--- src/hw/rtl/tclp_pkg.sv ---
// Shared types and constants of the tuning command line parser.
package tclp_pkg;

  // Width of all stored and parsed values (signed hundredths)
  localparam int unsigned ValW = 23;
  localparam int unsigned LineMaxDefault = 200;

  // Characters of the line syntax
  localparam logic [7:0] CharEquals = 8'h3D;
  localparam logic [7:0] CharEnd    = 8'h21;
  localparam logic [7:0] CharMinus  = 8'h2D;
  localparam logic [7:0] CharP      = 8'h50;
  localparam logic [7:0] CharI      = 8'h49;
  localparam logic [7:0] CharD      = 8'h44;
  localparam logic [7:0] CharT      = 8'h54;
  localparam logic [8:0] DigitBase  = 9'd48;

  // Positional digit weights
  localparam logic signed [ValW-1:0] Wt10    = ValW'(10);
  localparam logic signed [ValW-1:0] Wt100   = ValW'(100);
  localparam logic signed [ValW-1:0] Wt1000  = ValW'(1000);
  localparam logic signed [ValW-1:0] Wt10000 = ValW'(10000);

  // Field length: counts field bytes, saturates at FieldLenMax
  localparam logic [2:0] FieldLenMax = 3'd7;
  localparam logic [2:0] FieldLen4   = 3'd4;
  localparam logic [2:0] FieldLen5   = 3'd5;
  localparam logic [2:0] FieldLen6   = 3'd6;

  // Value selected by the command letter
  typedef enum logic [2:0] {
    SEL_P    = 3'd0,
    SEL_I    = 3'd1,
    SEL_D    = 3'd2,
    SEL_T    = 3'd3,
    SEL_NONE = 3'd4
  } sel_e;

  // Finished line, handed from the line tracker to the value unit
  typedef struct packed {
    sel_e            sel;
    logic            overflow;
    logic            negative;
    logic [2:0]      field_len;
    logic [5:0][7:0] window;     // [0] is the most recent field byte
  } line_rec_t;

  function automatic sel_e decode_letter(input logic [7:0] letter);
    sel_e s;
    unique case (letter)
      CharP:   s = SEL_P;
      CharI:   s = SEL_I;
      CharD:   s = SEL_D;
      CharT:   s = SEL_T;
      default: s = SEL_NONE;
    endcase
    return s;
  endfunction

endpackage

--- src/hw/rtl/tclp_if.sv ---
// Handshake channels of the tuning command line parser: byte input and result output.
interface tclp_byte_if;
  logic       valid;
  logic       ready;
  logic [7:0] rx_byte;

  modport source (output valid, output rx_byte, input ready);
  modport sink (input valid, input rx_byte, output ready);
endinterface

interface tclp_result_if;
  logic              valid;
  logic              ready;
  logic [2:0]        param_select;
  logic signed [22:0] parsed_value;
  logic              line_overflow;
  logic signed [22:0] p_gain_value;
  logic signed [22:0] i_gain_value;
  logic signed [22:0] d_gain_value;
  logic signed [22:0] target_value;

  modport source (
    output valid, output param_select, output parsed_value, output line_overflow,
    output p_gain_value, output i_gain_value, output d_gain_value, output target_value,
    input ready
  );
  modport sink (
    input valid, input param_select, input parsed_value, input line_overflow,
    input p_gain_value, input i_gain_value, input d_gain_value, input target_value,
    output ready
  );
endinterface

--- src/hw/rtl/tclp_line_tracker.sv ---
// Line tracker: follows the bytes of one command line and registers each finished line.
module tclp_line_tracker #(
  parameter int unsigned LINE_MAX = tclp_pkg::LineMaxDefault
) (
  input  logic                clk_i,
  input  logic                rst_ni,
  tclp_byte_if.sink           rx_i,
  output logic                rec_valid_o,
  output tclp_pkg::line_rec_t rec_o,
  input  logic                rec_ready_i
);
  import tclp_pkg::*;

  localparam int unsigned LenW = $clog2(LINE_MAX + 1);

  logic [LenW-1:0] len_q, len_d;
  logic [7:0]      cmd_q, cmd_d;
  logic [2:0]      flen_q, flen_d;
  logic            start_q, start_d;
  logic            neg_q, neg_d;
  logic            ovf_q, ovf_d;
  logic [5:0][7:0] win_q, win_d;
  logic            rec_valid_q, rec_valid_d;
  line_rec_t       rec_q, rec_d;

  logic       accept;
  logic [7:0] b;

  assign rx_i.ready = !rec_valid_q || rec_ready_i;
  assign accept     = rx_i.valid && rx_i.ready;
  assign b          = rx_i.rx_byte;

  // Next line state and finished-line record
  always_comb begin
    len_d       = len_q;
    cmd_d       = cmd_q;
    flen_d      = flen_q;
    start_d     = start_q;
    neg_d       = neg_q;
    ovf_d       = ovf_q;
    win_d       = win_q;
    rec_d       = rec_q;
    rec_valid_d = rec_valid_q && !rec_ready_i;

    if (accept) begin
      // length count, command capture, overflow
      if (!ovf_q) begin
        if (len_q >= LenW'(LINE_MAX)) begin
          ovf_d = 1'b1;
        end else begin
          if (len_q == '0) begin
            cmd_d = b;
          end
          len_d = len_q + LenW'(1);
        end
      end

      if (b == CharEnd) begin
        // line done: hand it on and start a fresh line
        rec_valid_d    = 1'b1;
        rec_d.sel      = ovf_d ? SEL_NONE : decode_letter(cmd_d);
        rec_d.overflow = ovf_d;
        rec_d.negative = neg_q;
        rec_d.field_len = flen_q;
        rec_d.window   = win_q;
        len_d   = '0;
        cmd_d   = '0;
        flen_d  = '0;
        start_d = 1'b1;
        neg_d   = 1'b0;
        ovf_d   = 1'b0;
      end else if (!ovf_d) begin
        priority if (b == CharEquals) begin
          start_d = 1'b1;
          neg_d   = 1'b0;
          flen_d  = '0;
        end else if (start_q && b == CharMinus) begin
          start_d = 1'b0;
          neg_d   = 1'b1;
        end else begin
          start_d  = 1'b0;
          win_d    = {win_q[4:0], b};
          if (flen_q != FieldLenMax) begin
            flen_d = flen_q + 3'd1;
          end
        end
      end
    end
  end

  // Control state
  always_ff @(posedge clk_i or negedge rst_ni) begin
    if (!rst_ni) begin
      len_q       <= '0;
      cmd_q       <= '0;
      flen_q      <= '0;
      start_q     <= 1'b1;
      neg_q       <= 1'b0;
      ovf_q       <= 1'b0;
      rec_valid_q <= 1'b0;
    end else begin
      len_q       <= len_d;
      cmd_q       <= cmd_d;
      flen_q      <= flen_d;
      start_q     <= start_d;
      neg_q       <= neg_d;
      ovf_q       <= ovf_d;
      rec_valid_q <= rec_valid_d;
    end
  end

  // Payload: digit window and line record
  always_ff @(posedge clk_i) begin
    win_q <= win_d;
    rec_q <= rec_d;
  end

  assign rec_valid_o = rec_valid_q;
  assign rec_o       = rec_q;

endmodule

--- src/hw/rtl/tclp_value_unit.sv ---
// Value unit: weighs the field digits, updates the stored values and holds the result beat.
module tclp_value_unit (
  input  logic                clk_i,
  input  logic                rst_ni,
  input  logic                rec_valid_i,
  input  tclp_pkg::line_rec_t rec_i,
  output logic                rec_ready_o,
  tclp_result_if.source       res_o
);
  import tclp_pkg::*;

  logic signed [8:0]      wt [6];
  logic signed [ValW-1:0] wx [6];
  logic signed [ValW-1:0] sum;
  logic signed [ValW-1:0] value;
  logic                   len_ok;
  logic                   load;

  logic                   out_valid_q, out_valid_d;
  sel_e                   sel_q;
  logic signed [ValW-1:0] val_q;
  logic                   ovf_q;
  logic signed [ValW-1:0] gain_q [4];

  // Digit weights: byte minus the digit base, no check
  always_comb begin
    for (int i = 0; i < 6; i++) begin
      wt[i] = signed'({1'b0, rec_i.window[i]} - DigitBase);
      wx[i] = ValW'(wt[i]);
    end
  end

  // Positional sum over the field
  always_comb begin
    len_ok = (rec_i.field_len == FieldLen4) || (rec_i.field_len == FieldLen5) ||
             (rec_i.field_len == FieldLen6);
    sum = wx[0] + wx[1] * Wt10 + wx[3] * Wt100;
    if (rec_i.field_len == FieldLen5 || rec_i.field_len == FieldLen6) begin
      sum = sum + wx[4] * Wt1000;
    end
    if (rec_i.field_len == FieldLen6) begin
      sum = sum + wx[5] * Wt10000;
    end
    if (!len_ok || rec_i.overflow) begin
      value = '0;
    end else if (rec_i.negative) begin
      value = -sum;
    end else begin
      value = sum;
    end
  end

  assign rec_ready_o = !out_valid_q || res_o.ready;
  assign load        = rec_valid_i && rec_ready_o;

  always_comb begin
    out_valid_d = out_valid_q;
    if (load) begin
      out_valid_d = 1'b1;
    end else if (res_o.ready) begin
      out_valid_d = 1'b0;
    end
  end

  // Result beat valid and stored values
  always_ff @(posedge clk_i or negedge rst_ni) begin
    if (!rst_ni) begin
      out_valid_q <= 1'b0;
      for (int i = 0; i < 4; i++) begin
        gain_q[i] <= '0;
      end
    end else begin
      out_valid_q <= out_valid_d;
      if (load && rec_i.sel != SEL_NONE) begin
        gain_q[rec_i.sel[1:0]] <= value;
      end
    end
  end

  // Result payload
  always_ff @(posedge clk_i) begin
    if (load) begin
      sel_q <= rec_i.sel;
      val_q <= value;
      ovf_q <= rec_i.overflow;
    end
  end

  // Stored values only change when a new beat loads, so they drive the port directly
  assign res_o.valid         = out_valid_q;
  assign res_o.param_select  = sel_q;
  assign res_o.parsed_value  = val_q;
  assign res_o.line_overflow = ovf_q;
  assign res_o.p_gain_value  = gain_q[0];
  assign res_o.i_gain_value  = gain_q[1];
  assign res_o.d_gain_value  = gain_q[2];
  assign res_o.target_value  = gain_q[3];

endmodule

--- src/hw/rtl/tuning_command_line_parser_core.sv ---
// Top level of the tuning command line parser.
//
//  channel | dir | beat                     | when
//  rx_i    | in  | one received byte        | every byte of a line
//  res_o   | out | select, value, flag, 4x | one per '!' byte
//
// One byte is taken per cycle while rx_i.ready is high. A '!' reaches res_o through
// the line tracker's record register and then the result register. Reset (rst_ni
// low, asynchronous) clears the line state and the four stored values. A stalled
// res_o holds its beat; the record register still takes one more line end before
// rx_i.ready falls.
module tuning_command_line_parser_core #(
  parameter int unsigned LINE_MAX = tclp_pkg::LineMaxDefault
) (
  input  logic          clk_i,
  input  logic          rst_ni,
  tclp_byte_if.sink     rx_i,
  tclp_result_if.source res_o
);
  import tclp_pkg::*;

  logic      rec_valid;
  logic      rec_ready;
  line_rec_t rec;

  // Byte-by-byte line tracking
  tclp_line_tracker #(
    .LINE_MAX (LINE_MAX)
  ) u_line_tracker (
    .clk_i       (clk_i),
    .rst_ni      (rst_ni),
    .rx_i        (rx_i),
    .rec_valid_o (rec_valid),
    .rec_o       (rec),
    .rec_ready_i (rec_ready)
  );

  // Field value, stored values and result register
  tclp_value_unit u_value_unit (
    .clk_i       (clk_i),
    .rst_ni      (rst_ni),
    .rec_valid_i (rec_valid),
    .rec_i       (rec),
    .rec_ready_o (rec_ready),
    .res_o       (res_o)
  );

endmodule

--- src/flat_wrapper.sv ---
// flat-port wrapper written by rule: the top's interface ports become plain ports
module tuning_command_line_parser_core_flat import tclp_pkg::*;
#(
  parameter int unsigned LINE_MAX = tclp_pkg::LineMaxDefault
)
  (clk_i, rst_ni, rx_i_valid, rx_i_rx_byte, rx_i_ready, res_o_valid, res_o_param_select, res_o_parsed_value, res_o_line_overflow, res_o_p_gain_value, res_o_i_gain_value, res_o_d_gain_value, res_o_target_value, res_o_ready);
  tclp_byte_if rx_i_i ();
  tclp_result_if res_o_i ();
  input  logic clk_i;
  input  logic rst_ni;
  input wire logic [$bits(rx_i_i.valid)-1:0] rx_i_valid;
  input wire logic [$bits(rx_i_i.rx_byte)-1:0] rx_i_rx_byte;
  output wire logic [$bits(rx_i_i.ready)-1:0] rx_i_ready;
  output wire logic [$bits(res_o_i.valid)-1:0] res_o_valid;
  output wire logic [$bits(res_o_i.param_select)-1:0] res_o_param_select;
  output wire logic [$bits(res_o_i.parsed_value)-1:0] res_o_parsed_value;
  output wire logic [$bits(res_o_i.line_overflow)-1:0] res_o_line_overflow;
  output wire logic [$bits(res_o_i.p_gain_value)-1:0] res_o_p_gain_value;
  output wire logic [$bits(res_o_i.i_gain_value)-1:0] res_o_i_gain_value;
  output wire logic [$bits(res_o_i.d_gain_value)-1:0] res_o_d_gain_value;
  output wire logic [$bits(res_o_i.target_value)-1:0] res_o_target_value;
  input wire logic [$bits(res_o_i.ready)-1:0] res_o_ready;
  assign rx_i_i.valid = rx_i_valid;
  assign rx_i_i.rx_byte = rx_i_rx_byte;
  assign rx_i_ready = rx_i_i.ready;
  assign res_o_valid = res_o_i.valid;
  assign res_o_param_select = res_o_i.param_select;
  assign res_o_parsed_value = res_o_i.parsed_value;
  assign res_o_line_overflow = res_o_i.line_overflow;
  assign res_o_p_gain_value = res_o_i.p_gain_value;
  assign res_o_i_gain_value = res_o_i.i_gain_value;
  assign res_o_d_gain_value = res_o_i.d_gain_value;
  assign res_o_target_value = res_o_i.target_value;
  assign res_o_i.ready = res_o_ready;
  tuning_command_line_parser_core #(.LINE_MAX(LINE_MAX)) u_core (.clk_i(clk_i), .rst_ni(rst_ni), .rx_i(rx_i_i), .res_o(res_o_i));
endmodule
--- config.mk ---
export PLATFORM = sky130hd
export DESIGN_NAME = tuning_command_line_parser_core_flat
export DESIGN_NICKNAME = d
export VERILOG_FILES = /design/src/hw/rtl/tclp_pkg.sv /design/src/hw/rtl/tclp_if.sv /design/src/hw/rtl/tclp_line_tracker.sv /design/src/hw/rtl/tclp_value_unit.sv /design/src/hw/rtl/tuning_command_line_parser_core.sv /design/src/flat_wrapper.sv
export SDC_FILE = /design/constraint.sdc
export NUM_CORES = 1
export LEC_CHECK = 0
export ABC_AREA = 1
export BUFFER_PORTS_ARGS = -buffer_cell sky130_fd_sc_hd__buf_2
export CAP_MARGIN = 20
export CORE_UTILIZATION = 56
export DETAILED_ROUTE_END_ITERATION = 10
export HOLD_SLACK_MARGIN = 0.03
export PLACE_DENSITY = 0.83
export REMOVE_ABC_BUFFERS = 1
export SLEW_MARGIN = 20
export SYNTH_ARGS = -nofsm -noshare
export SYNTH_HDL_FRONTEND = slang
export SYNTH_SLANG_ARGS = --single-unit
--- constraint.sdc ---
create_clock -name clk_i -period 8.36 [get_ports clk_i]
set_clock_uncertainty 0.2 [all_clocks]
set_input_delay 0.836 -clock clk_i [delete_from_list [all_inputs] [get_ports clk_i]]
set_output_delay 0.836 -clock clk_i [all_outputs]
set_load 0.02 [all_outputs]
Word-level counts from Yosys, hierarchy flattened
Cells that the tools add are included.

Register bits: 239. Input port bits: 12. Output and inout port bits: 121.

$add $sub $neg: 12. Multipliers: 4. $lt $le $gt $ge: 3. Eq/ne operators: 16. Multiplexer cells: 36. Bitwise logic cells: 5. Reductions and logical operators: 26.

Operator list (count): $mux W23 (5); $bwmux W92 (1); $mux W8 (8); $demux W23 S2 (1); $sub A8 B6 Y9 const B (5); $eq A8 B7 Y1 const B (4); $eq A8 B6 Y1 const B (3); $add A23 B23 Y23 (1); $neg A23 Y23 (1); $add A18 B20 Y21 (1); $mul A9 B11 Y19 const B (1); $add A15 B17 Y18 (1); $mul A9 B8 Y17 const B (1); $add A9 B14 Y15 (1); $mul A9 B6 Y15 const B (1); $mux W1 (15); $mux W3 (5); $mul A9 B4 Y13 const B (1); $pmux W3 S4 (1); $eq A3 B3 Y1 const B (3); $ne A3 B3 Y1 const B (3); $add A8 B1 Y8 const B (1); $ge A8 B8 Y1 const B (1); $logic_not A8 Y1 (1); other kinds (15) (36).

Depth between registers and ports, before layout
Word-level depth: 12. Depth in mapped cells: 54. Gate-level depth less buffers: 54.

By module
From an unflattened synthesis, not the netlist that was laid out.

Cells, all modules: 2105. Area total of the unflattened synthesis: 18087.3 sq um.

Modules (own cells, without submodules): tclp_value_unit (times used 1, cells an instance 1805, area an instance 13471.7 sq um, seq. area each 3138.0 sq um); tclp_line_tracker (times used 1, cells an instance 300, area an instance 4615.7 sq um, seq. area each 3699.8 sq um).

Least setup slack after synthesis
Ideal clock, no wire load.

Path type: reg-to-reg. Start: register u_core.u_line_tracker.rec_q (netlist bit u_core.u_line_tracker.rec_o[28]). End: register u_core.u_value_unit.val_q[22] (netlist: u_core.u_value_unit.res_o.parsed_value[22]), data pin. Arrival time: 7695 ps. Path slack: 210 ps. Stages on the path, launching flop included: 44. Path buffers: 0. Clock period less this slack: 8150 ps. Cell sequence: edfxtp_1 ha_1 nor3_1 fa_1 ha_1 ha_1 nand2_1 o21ai_0 a21oi_1 o21bai_1 nand2_1 nand2_1 a21oi_1 xnor2_1 fa_1 ha_1 inv_1 nor3_1 [... 8 more ...] nand2_1 nand3_1 nand2_1 nand2_1 nand2_1 nand2_1 nand2_1 inv_1 ha_1 nand2_1 nor3_1 nand4_1 o211ai_1 a21oi_1 o21ai_0 xnor2_1 nand4_2 and3_1.

Longest elaborated chain between the ends: 10.

Ends and longest elaborated chain: start: declaration (line tclp_line_tracker.sv:24) `line_rec_t rec_q, rec_d;`; start signal: assignment (line tclp_line_tracker.sv:115) `rec_q <= rec_d;`; $sub A8 B6 Y9 * (line tclp_value_unit.sv:28) `wt[i] = signed'({1'b0, rec_i.window[i]} - DigitBase);`; $mul A9 B6 Y15 * (line tclp_value_unit.sv:37) `sum = wx[0] + wx[1] * Wt10 + wx[3] * Wt100;`; $add A15 B17 Y18 * (line tclp_value_unit.sv:37); $add A18 B20 Y21 (line tclp_value_unit.sv:39) `sum = sum + wx[4] * Wt1000;`; $mux W23 * (line tclp_value_unit.sv:38) `if (rec_i.field_len == FieldLen5 || rec_i.field_len == FieldLen6) begin`; $add A23 B23 Y23 (line tclp_value_unit.sv:42) `sum = sum + wx[5] * Wt10000;`; $mux W23 * (line tclp_value_unit.sv:41) `if (rec_i.field_len == FieldLen6) begin`; $neg A23 Y23 (line tclp_value_unit.sv:47) `value = -sum;`; $mux W23 * (line tclp_value_unit.sv:46) `end else if (rec_i.negative) begin`; $mux W23 * (line tclp_value_unit.sv:44) `if (!len_ok || rec_i.overflow) begin`; via u_core.u_value_unit.value[22] (line tclp_value_unit.sv:15) `logic signed [ValW-1:0] value;`; end signal: assignment (line tclp_value_unit.sv:84) `val_q <= value;`; end: declaration (line tclp_value_unit.sv:21) `logic signed [ValW-1:0] val_q;`.

Mark *: on every way through the listed nets, which the timed path passes. The rest lies on a longest branch. A chain may end at the register's enable or synchronous reset.

Worst setup path after layout
Start: register u_core.u_line_tracker.rec_q (netlist bit u_core.u_line_tracker.rec_o[29]). End: register u_core.u_value_unit.val_q[22] (netlist: u_core.u_value_unit.res_o.parsed_value[22]), data pin.

Same word-level chain as after synthesis.

==> summary.md <==
| Metric | Value |
|---|---|
| Status | finished clean |
| Max Root-Sink Buffers | 3 |
| CTS tree | yes |
| Finished Cell Area | 20000 µm² |
| PwrDens | 123 nW/µm² |
| Number of diodes | 0 |
| H-tree depth | 1 |
| Congestion Overflow GR | 0 |
| Req. time, crit path | 8450 ps |
| Final Hold Violating Endpoints | 0 |
| Share of the synthesized area in the top cell type | 21.5% |
| EDFF count, synth | 123 |
| Syn-to-layout area delta | 16.2% |
| Arrival @ worst endpoint | 8200 ps |
| Post-synth top cells | 463 x nand2_1, 314 x inv_1, 192 x ha_1 |
| Largest net degree at the start of global routing | 61 |
| Site Rows | 63 |
| Total core area | 30000 µm² |
| Prevailing post-synth register cell | edfxtp_1 |
| Clk_lat worst skew | 540 ps |
| GRT Overall Usage | 26.5% |
| Synth top area cells | edfxtp_1 21%, dfrtp_1 17%, ha_1 14% |
| Part of the cycle the worst path needs | 97.0% |
| CTS Buf Count | 24 |
| Most common cell in the netlist | nand2_1 |
| Antenna-violating nets left | 0 |
| CP Max Fanout | 5 |
| Synth Area per Inst | 8.79 µm² |
| # port buffers | 132 |
| Synthesis Warnings | 0 |
| Slew Limit Fails | 0 |
| Crit end category | flop |
| Core Util, Final | 66.8% |
| WL final | 41800 µm |
| Fmax | 123 MHz |
| Drt first pass iters | 5 |
| Die Area | 31400 µm² |
| Fill cells | 2338 |
| Worst-path clk slew | 70 ps |
| Initial antenna violation count | 0 |
| Max Cap Viol | 0 |
| 1st-iter DRT viols | 1022 |
| Die Wd | 177 µm |
| Fin nets | 2401 |
| Critical path class | flop to flop |
| Most frequent CP cell | nand2_1 |
| Synth cell types | 48 |
| Sink Count | 239 |
| Vias in the first global route | 13740 |
| Synth area leader | edfxtp_1 |
| Slowest stage cell, crit path | fa_1 |
| VDD IR-drop max | 210 µV |
| Ports | 133 |
| Worst min path class | input pin to asynchronous set/reset pin |
| Fraction of registers with async set/reset | 48.5% |
| Synth Register Bits | 239 |
| Root Driver | clkbuf_16 |
| Static Leak | 0.0102 µW |
| Layout cells sized above 1 | 18.6% |
| Rel. slew slack | 36.1% |
| Post-Syn Instances | 1956 |
| Number of setup violations in the final report | 0 |
| Syn Std Cell Area | 17200 µm² |
| Slowest Stage Delay on Critical Path | 580 ps |
| Drt via density | 5.49 |
| DP HPWL | 31700 µm |
| Seq/Total Area, Yosys | 38.4% |
| Drt drc | 0 |
| Slew @ Worst Pin | 958 ps |
| CP Launch Type | flop |
| DR vias | 13910 |
| Final Power | 2450 µW |
| First-pass GRT wire length | 66700 µm |
| Placed instance area | 18400 µm² |
| Initial Util | 57.4% |
| RePlAce Congestion | 0.974 |
| Chip Height | 177 µm |
| Mean routed wirelength per cell | 16.5 µm |
| Fin crit period | 8110 ps |
path summary, 6_finish.rpt:
check                      slack (ps)                                    endpoint  cells past startpoint                            start
max in group asynchronous        6530              u_core.u_line_tracker.cmd_q[6]                      2                           rst_ni
max reg2reg                       250  u_core.u_value_unit.res_o.parsed_value[22]                     52  u_core.u_line_tracker.rec_o[29]
min reg2reg                       220             u_core.u_line_tracker.win_q[29]                      0  u_core.u_line_tracker.win_q[21]
min                               170  u_core.u_value_unit.res_o.d_gain_value[18]                      1                           rst_ni
min in group clk_i                220             u_core.u_line_tracker.win_q[29]                      0  u_core.u_line_tracker.win_q[21]
max                               250  u_core.u_value_unit.res_o.parsed_value[22]                     52  u_core.u_line_tracker.rec_o[29]
placed cells by master (no fill, tap or decap), drive strengths merged, types with 2 or more instances in the layout:
cell	count
mux2i	2
clkinvlp	2
a31oi	3
or2	9
o31ai	3
edfxtp	123
clkinv	7
nor3	30
dfrtp	115
clkbuf	34
a21oi	84
inv	321
o21bai	11
nand4	30
and2	2
xor2	43
buf	175
fa	70
and3	5
a21o	5
ha	192
nand3	126
nand3b	5
o21ai	132
nor4	5
nand2	480
xnor2	35
nor2	86
o21a	3
flip-flops by register name, indices dropped and copies added (netlist names):
name / cells
u_core.u_value_unit.res_o.valid: 1
u_core.u_line_tracker.rec_o: 48
u_core.u_value_unit.res_o.i_gain_value: 23
u_core.u_value_unit.res_o.line_overflow: 1
u_core.u_line_tracker.ovf_q: 1
u_core.u_value_unit.res_o.d_gain_value: 23
u_core.u_line_tracker.win_q: 48
u_core.u_line_tracker.neg_q: 1
u_core.u_line_tracker.rec_valid_o: 1
u_core.u_value_unit.res_o.p_gain_value: 23
u_core.u_value_unit.res_o.parsed_value: 23
u_core.u_line_tracker.flen_q: 3
u_core.u_line_tracker.cmd_q: 8
u_core.u_value_unit.res_o.param_select: 3
u_core.u_line_tracker.start_q: 1
u_core.u_line_tracker.len_q: 8
u_core.u_value_unit.res_o.target_value: 23
layer usage:
metal  vias up  wire [µm]  global-route usage, %
met2       349      20700                   45.4
met1      6739      18200                   35.1
met5         -          0                      0
li1       6741          -                      -
met4         0       1150                   8.44
met3        81       1810                   2.90
final cells by class:
cell class / count / area (µm²) / area share [%]
inverter: 320 / 1200 / 6.02
clock inverter: 10 / 81.3 / 0.407
tap: 390 / 488 / 2.44
timing repair buffer: 175 / 990 / 4.95
clock buffer: 34 / 678 / 3.39
sequential: 239 / 6600 / 33.0
multi-input combinational: 1367 / 9960 / 49.8
where the power goes:
group	leakage (µW)	internal, µW	switching (µW)
clock	0.000363	571	459
combinational	0.00706	66.5	114
sequential	0.00274	1240	4.22
total	0.0102	1870	578
worst max-delay path, delay by kind of cell, from the launching register on:
kind / cells / cell delay, ps
DFF: 1 / 400
buffers and inverters: 5 / 420
AOI/OAI and AO/OA: 8 / 1030
and+or+nand+nor: 29 / 2880
xor gates and xnor gates: 2 / 360
adders and majority gates: 8 / 2510
repair_timing:
item,CTS,global route
resized for setup,4,146
setup buffers,1,15
hold buffers,0,0
endpoints found under the setup margin,5,47
pin swaps,1,62
logic make-up (layout without fill, tap and decap cells):
kind of cell    Yosys count  in the layout  synth area share, %
buf+inv                 350            539                 7.76
flops                   239            239                 38.4
simple gates            780            780                 20.0
compound gates          244            244                 7.71
xor+xnor                 78             78                 3.97
other cells               1              1               0.0218
mux                       2              2                0.116
fa+ha+maj               262            262                 22.1
metrics by stage:
step | worst slack (ps) | hold slack [ps] | std cells | TNS (ps)
floorplan | 193 | 200 | 1926 | 0
global placement | 104 | 201 | 2475 | 0
detailed placement | -64.7 | 205 | 2475 | -291
CTS | 43.4 | 178 | 2520 | 0
global route | -178 | 210 | 2535 | -1490
finish | 254 | 170 | 2535 | 0
(Power assumes the default switching activity.)
